## src/design/ple_pkg.sv

```systemverilog
// ple_pkg: shared types and constants for the point list engine.
// No dependencies; used by every module of the block.
`default_nettype none
package ple_pkg;

  localparam int unsigned DEPTH_DEF = 16;
  localparam int unsigned COORD_W   = 16;
  localparam int unsigned POS_W     = 7;
  localparam int unsigned COUNT_W   = 7;
  localparam int unsigned TDATA_W   = 48;

  typedef enum logic [1:0] {
    CMD_FRONT  = 2'd0,
    CMD_BACK   = 2'd1,
    CMD_AT     = 2'd2,
    CMD_REMOVE = 2'd3
  } cmd_t;

  typedef enum logic [1:0] {
    ST_OK     = 2'd0,
    ST_FULL   = 2'd1,
    ST_EMPTY  = 2'd2,
    ST_BADPOS = 2'd3
  } status_t;

  // list operation selected for one command
  typedef struct packed {
    logic               ins;
    logic               rem;
    logic [POS_W-1:0]   slot;
    status_t            status;
  } op_t;

endpackage
`default_nettype wire

```

## src/design/ple_decode.sv

```systemverilog
// ple_decode: checks a command against the current entry count and picks
// the list operation and status. Depends on ple_pkg.
`default_nettype none
module ple_decode
  import ple_pkg::*;
#(
  parameter int unsigned DEPTH = DEPTH_DEF,
  parameter int unsigned CNT_W = $clog2(DEPTH + 1)
) (
  input  cmd_t             command,
  input  logic [POS_W-1:0] position,
  input  logic [CNT_W-1:0] count,
  output op_t              op
);

  logic             empty;
  logic             full;
  logic [POS_W:0]   limit;

  assign empty = (count == '0);
  assign full  = (count == CNT_W'(DEPTH));
  assign limit = (POS_W + 1)'(count) + (POS_W + 1)'(1);

  always_comb begin
    op        = '0;
    op.status = ST_OK;
    unique case (command)
      CMD_REMOVE: begin
        if (empty) op.status = ST_EMPTY;
        else       op.rem    = 1'b1;
      end
      CMD_FRONT: begin
        if (full) op.status = ST_FULL;
        else      op.ins    = 1'b1;
      end
      CMD_BACK: begin
        if (full) begin
          op.status = ST_FULL;
        end else if (empty) begin
          op.status = ST_EMPTY;
        end else begin
          op.ins  = 1'b1;
          op.slot = POS_W'(count);
        end
      end
      CMD_AT: begin
        if (full) begin
          op.status = ST_FULL;
        end else if (position == '0 || {1'b0, position} > limit) begin
          op.status = ST_BADPOS;
        end else begin
          op.ins  = 1'b1;
          op.slot = position - POS_W'(1);
        end
      end
      default: op.status = ST_OK;
    endcase
  end

endmodule
`default_nettype wire

```

## src/design/ple_list.sv

```systemverilog
// ple_list: row of point cells; every cell loads from itself, its neighbor
// or the new point in parallel, so one insert or remove finishes per cycle
// while fire is high. Depends on ple_pkg.
`default_nettype none
module ple_list
  import ple_pkg::*;
#(
  parameter int unsigned DEPTH = DEPTH_DEF,
  parameter int unsigned CNT_W = $clog2(DEPTH + 1)
) (
  input  logic               clk,
  input  logic               rst,
  input  logic               fire,
  input  op_t                op,
  input  logic [COORD_W-1:0] x_in,
  input  logic [COORD_W-1:0] y_in,
  output logic [CNT_W-1:0]   count,
  output logic [CNT_W-1:0]   count_next,
  output logic [COORD_W-1:0] x_front,
  output logic [COORD_W-1:0] y_front
);

  logic [COORD_W-1:0] px [DEPTH];
  logic [COORD_W-1:0] py [DEPTH];
  logic [COORD_W-1:0] px_next [DEPTH];
  logic [COORD_W-1:0] py_next [DEPTH];

  assign x_front = px[0];
  assign y_front = py[0];

  always_comb begin
    count_next = count;
    if (op.ins)      count_next = count + CNT_W'(1);
    else if (op.rem) count_next = count - CNT_W'(1);
  end

  for (genvar k = 0; k < DEPTH; k++) begin : g_cell
    always_comb begin
      px_next[k] = px[k];
      py_next[k] = py[k];
      if (op.ins) begin
        if (op.slot == POS_W'(k)) begin
          px_next[k] = x_in;
          py_next[k] = y_in;
        end else if (op.slot < POS_W'(k)) begin
          // open the gap: take the entry below
          px_next[k] = px[(k > 0) ? k - 1 : 0];
          py_next[k] = py[(k > 0) ? k - 1 : 0];
        end
      end else if (op.rem && k < DEPTH - 1) begin
        px_next[k] = px[(k < DEPTH - 1) ? k + 1 : k];
        py_next[k] = py[(k < DEPTH - 1) ? k + 1 : k];
      end
    end

    always_ff @(posedge clk) begin
      if (fire) begin
        px[k] <= px_next[k];
        py[k] <= py_next[k];
      end
    end
  end

  always_ff @(posedge clk) begin
    if (rst) begin
      count <= '0;
    end else if (fire) begin
      count <= count_next;
    end
  end

endmodule
`default_nettype wire

```

## src/design/point_list_engine.sv

```systemverilog
// point_list_engine: ordered list of signed points with insert/append/
// insert-at/remove-front commands. Depends on ple_pkg, ple_decode, ple_list.
//
//  channel | beat fields (tdata, low bit first)              | tuser/tlast
//  s_*     | command[1:0] x_in[17:2] y_in[33:18] position[40:34] | none
//  m_*     | x_out[15:0] y_out[31:16] status[33:32] entry_count[40:34] | none
//
// A beat is latched in an input register, then the list update writes the
// result register: one command per cycle while the result is not stalled.
// The list shift is done by all cells in parallel, so DEPTH does not change
// the rate. Reset empties the list and drops both registers' valid flags.
// A stalled result holds the input register; a new beat is taken whenever
// the input register is empty or moves on in the same cycle.
`default_nettype none
module point_list_engine
  import ple_pkg::*;
#(
  parameter int unsigned DEPTH = DEPTH_DEF
) (
  input  logic               clk,
  input  logic               rst,
  input  logic               s_tvalid,
  output logic               s_tready,
  input  logic [TDATA_W-1:0] s_tdata,   // command, x_in, y_in, position
  output logic               m_tvalid,
  input  logic               m_tready,
  output logic [TDATA_W-1:0] m_tdata    // x_out, y_out, status, entry_count
);

  localparam int unsigned CNT_W = $clog2(DEPTH + 1);

  logic               in_valid;
  cmd_t               in_cmd;
  logic [COORD_W-1:0] in_x;
  logic [COORD_W-1:0] in_y;
  logic [POS_W-1:0]   in_pos;

  logic               fire;
  op_t                op;
  logic [CNT_W-1:0]   count;
  logic [CNT_W-1:0]   count_next;
  logic [COORD_W-1:0] x_front;
  logic [COORD_W-1:0] y_front;

  logic [COORD_W-1:0] x_out;
  logic [COORD_W-1:0] y_out;
  status_t            status;
  logic [COUNT_W-1:0] entry_count;

  assign fire     = in_valid && (!m_tvalid || m_tready);
  assign s_tready = !in_valid || fire;

  always_ff @(posedge clk) begin
    if (rst) begin
      in_valid <= 1'b0;
    end else if (s_tready) begin
      in_valid <= s_tvalid;
    end
  end

  always_ff @(posedge clk) begin
    if (s_tready && s_tvalid) begin
      in_cmd <= cmd_t'(s_tdata[1:0]);
      in_x   <= s_tdata[17:2];
      in_y   <= s_tdata[33:18];
      in_pos <= s_tdata[40:34];
    end
  end

  ple_decode #(.DEPTH(DEPTH), .CNT_W(CNT_W)) u_decode (
    .command  (in_cmd),
    .position (in_pos),
    .count    (count),
    .op       (op)
  );

  ple_list #(.DEPTH(DEPTH), .CNT_W(CNT_W)) u_list (
    .clk        (clk),
    .rst        (rst),
    .fire       (fire),
    .op         (op),
    .x_in       (in_x),
    .y_in       (in_y),
    .count      (count),
    .count_next (count_next),
    .x_front    (x_front),
    .y_front    (y_front)
  );

  always_ff @(posedge clk) begin
    if (rst) begin
      m_tvalid <= 1'b0;
    end else if (fire) begin
      m_tvalid <= 1'b1;
    end else if (m_tready) begin
      m_tvalid <= 1'b0;
    end
  end

  always_ff @(posedge clk) begin
    if (fire) begin
      x_out       <= op.rem ? x_front : '0;
      y_out       <= op.rem ? y_front : '0;
      status      <= op.status;
      entry_count <= COUNT_W'(count_next);
    end
  end

  assign m_tdata = {7'd0, entry_count, status, y_out, x_out};

endmodule
`default_nettype wire
```

## config.mk

```make
export PLATFORM = sky130hd
export DESIGN_NAME = point_list_engine
export DESIGN_NICKNAME = d
export VERILOG_FILES = /design/src/design/ple_pkg.sv /design/src/design/ple_decode.sv /design/src/design/ple_list.sv /design/src/design/point_list_engine.sv
export SDC_FILE = /design/constraint.sdc
export NUM_CORES = 1
export LEC_CHECK = 0
export BUFFER_PORTS_ARGS = -buffer_cell sky130_fd_sc_hd__buf_2
export CORE_MARGIN = 4
export CORE_UTILIZATION = 46
export DETAILED_ROUTE_END_ITERATION = 8
export RECOVER_POWER = 100
export SKIP_CTS_REPAIR_TIMING = 1
export SYNTH_ARGS = -nofsm -noshare
export SYNTH_HDL_FRONTEND = slang
export SYNTH_SLANG_ARGS = --single-unit
```

## constraint.sdc

```tcl
create_clock -name clk -period 6.2 [get_ports clk]
set_input_delay 0.62 -clock clk [delete_from_list [all_inputs] [get_ports clk]]
set_output_delay 0.62 -clock clk [all_outputs]
set_load 0.005 [all_outputs]
```

==> impl_metrics.py <==
metrics = {
    "outcome": {
        "status": "complete, but fails checks",
        "violations": "max-capacitance violations, max-slew violations",
    },
    "cts": {
        "cts_tree": "done",
        "cts_root_buf": "clkbuf_16",
        "cts_inserted_buffers": 67,
        "clock_sinks": 599,
        "clk_pin_slew_ns": 0.06,
        "cts-root-to-sink-buffers": 3,
        "h-tree-depth": 3,
        "clk_latency_ns": 0.62,
    },
    "synth": {
        "synthArstFlopShare": 0,
        "yosys.cell_types.count": 71,
        "syn_avg_cell_area_um2": 11.26,
        "synthesis.area_um2": 30750,
        "ys_seq_elements": 599,
        "synth_seq_area_share": 0.5826,
        "yosysTopAreaCellShare": 0.5781,
        "yosysTopAreaCell": "edfxtp_1",
        "synth_warnings": 0,
        "synthCells": 2732,
        "synth_ff_type": "edfxtp_1",
        "synth_edf_count": 592,
        "synthTopCellsByArea": "edfxtp_1 58%, o211ai_1 13%, nand2_1 6.5%, clkbuf_1 3.1%, o311ai_1 2.6%",
    },
    "critical_path": {
        "r2r_cells": 13,
        "r2r_start": "u_list.count[0]",
        "crit_path_end_kind": "flip-flop",
        "crit_path_start": "u_list.count[0]",
        "cp_data_arrival_time_ns": 5.79,
        "critical_path.max_fanout": 23,
        "cp-start-kind": "flip-flop",
        "r2r_end": "u_list.py[0][80]",
        "worstSetupEndpoint": "u_list.py[0][80]",
        "cp.required_ns": 6.42,
        "crit_type": "flip-flop to flip-flop",
        "r2r_setup_slack_ns": 0.63,
    },
    "grt": {
        "grt_pass1_vias": 24080,
        "track_usage": 0.2817,
        "grt_pass1_wl_mm": 154.3,
        "antenna_found_initial": 4,
        "met2_usage": 0.4417,
        "busiest_layer": "met2",
        "global_route.usage.met3": 0.06812,
        "grtUsageMet1": 0.3908,
        "grt_max_degree": 207,
        "grt.overflow.total": 0,
    },
    "power_and_ir_drop": {
        "ir_drop_v": 0.0002092,
        "pwr-share-clk": 0.397,
        "power.share.combinational": 0.112,
        "p_sw_frac": 0.2556,
        "p_seq_frac": 0.491,
        "power.switching_mw": 2.490,
        "power_density_nw_per_um2": 289.5,
        "leakagePower_nw": 10.69,
        "internal_power_mw": 7.249,
    },
    "routing": {
        "detail_route.wl_per_cell_um": 29.25,
        "dr_total_vias": 24860,
        "drt_pass1_iterations": 6,
        "via_per_inst": 7.034,
        "drt_iter0_markers": 3676,
        "antenna_left": 0,
        "drc_errors": 0,
        "routed_wl_mm": 103.4,
    },
    "timing": {
        "finalMaxSlewViolations": 404,
        "setup_viol": 0,
        "fmax_ghz": 0.1795,
        "max-slew-margin-rel": -0.5108,
        "fin_setup_tns_ns": 0,
        "rsz0062_at_grt": "false",
        "tightest_slew_ns": 2.266,
        "fin_crit_ns": 5.570,
        "skew_ns": 0.03246,
        "hold_slack_ns": 0.1784,
        "finalCritPeriodShare": 0.8984,
        "final-hold-violation-count": 0,
    },
    "finish": {
        "fillers": 5811,
        "final_cell_mix": "592 x edfxtp_1, 531 x nand2_1, 515 x o211ai_1",
        "layout_commonest_cell": "edfxtp_1",
        "area_growth_pct": 9.386,
        "antennaDiodeCount": 0,
        "nNetsFinal": 2695,
        "multi_input_area_um2": 11500,
        "register_area_um2": 17920,
        "drive_gt1_frac": 0.1052,
    },
    "die": {
        "io_pins": 102,
        "core_area_um2": 65980,
        "die-height_um": 266.6,
        "dieArea_um2": 71050,
        "start_util": 0.4661,
        "die_w_um": 266.6,
        "rows": 94,
    },
    "worst_hold_path": {
        "min_delay_path_depth": 1,
        "hp-class": "primary input to flip-flop",
    },
    "place": {
        "place_congestion": 0.8691,
        "dp.final_hpwl_mm": 57.03,
        "portBuffers": 85,
    },
    "flow_run": {
        "cap_violations": 9,
    },
}
how the worst min path moves through the flow:
stage	slack (ns)	end	startpoint
3_3_place_gp	0.51	m_tvalid	in_valid
2_1_floorplan	0.49	m_tvalid	in_valid
5_1_grt	0.15	in_x[9]	s_tdata[11]
4_1_cts	0.14	in_x[9]	s_tdata[11]
6_report	0.18	in_x[4]	s_tdata[6]
3_5_place_dp	0.51	m_tvalid	in_valid
synth_stat cells, drive strengths merged, types with 4 or more instances:
master,n
a21oi,107
a221o,65
a31oi,15
a41oi,27
and2,70
buf,89
clkbuf,252
dfxtp,7
edfxtp,592
ha,15
inv,10
mux2,33
nand2,534
nand2b,5
nand3,47
nand3b,4
nand4,8
nor2,56
nor3,9
o211ai,515
o21a,5
o21ai,16
o311ai,161
o31ai,37
or2,5
or3,6
xnor2,7
worst max-delay path, cell delays in order, from the launching register on:
cell	delay, ns
dfxtp_1	0.52
inv_1	0.16
ha_1	0.38
inv_1	0.06
ha_1	0.28
and4_1	0.17
mux2_2	0.27
a31oi_2	0.62
o21ai_2	0.20
nand3_1	0.55
buf_4	0.40
a31oi_1	0.24
nor2_4	0.49
clkbuf_2	0.82
stage by stage:
| stage | worst slack, ns | area [um2] | util | cells | total power [mW] |
|---|---|---|---|---|---|
| floorplan | 0.6152 | 30780 | - | 2740 | 5.589 |
| global placement | 1.288 | 31840 | 0.4826 | 3423 | 5.890 |
| detailed placement | 1.210 | 31840 | 0.4826 | 3423 | 5.925 |
| CTS | 1.160 | 33870 | 0.5133 | 3534 | 9.763 |
| global route | 0.4123 | 33640 | 0.5098 | 3534 | 10.04 |
| finish | 0.6299 | 33640 | 0.5098 | 3534 | 9.738 |
power groups by stage:
stage               sequential (mW)  clock, mW  combinational, mW
finish                         4.78       3.87               1.09
global route                   4.79       4.08               1.17
CTS                            4.77       3.92               1.07
detailed placement             4.86          0               1.07
global placement               4.85          0               1.04
floorplan                      4.82          0              0.768
per-layer routing:
metal / share of wire / vias to the layer above
met5: 0.000097 / -
met3: 0.11 / 228
met1: 0.40 / 12330
met2: 0.45 / 1719
met4: 0.031 / 2
li1: - / 10580
state kept, by name, summed over array words and instances, names as in the netlist:
register	cells
u_list.px	256
u_list.py	256
in_x	16
in_y	16
x_out	16
y_out	16
in_pos	7
entry_count	5
u_list.count	5
in_cmd	2
status	2
in_valid	1
m_tvalid	1
kinds of logic (layout without fill, tap and decap cells):
family                   count (synthesis)  in the layout  synth area share
adder cells (fa/ha/maj)                 15             15          0.006103
AND/OR/NAND/NOR                        760            760            0.1069
AO/OA/AOI/OAI                          960            960            0.2394
buffers and inverters                  351            281           0.04887
flip-flops                             599            599            0.5826
other                                    1              9         0.0001219
XOR/XNOR                                10             10          0.002848
multiplexers                            36             36           0.01306
cell type report:
| type | count | share of cell area |
|---|---|---|
| clock buffer | 83 | 0.05226 |
| clock inverter | 28 | 0.007997 |
| inverter | 10 | 0.001116 |
| multi-input combinational | 1790 | 0.3419 |
| sequential | 599 | 0.5326 |
| tap | 864 | 0.03214 |
| timing repair buffer | 160 | 0.03191 |
(Power assumes the default switching activity.)
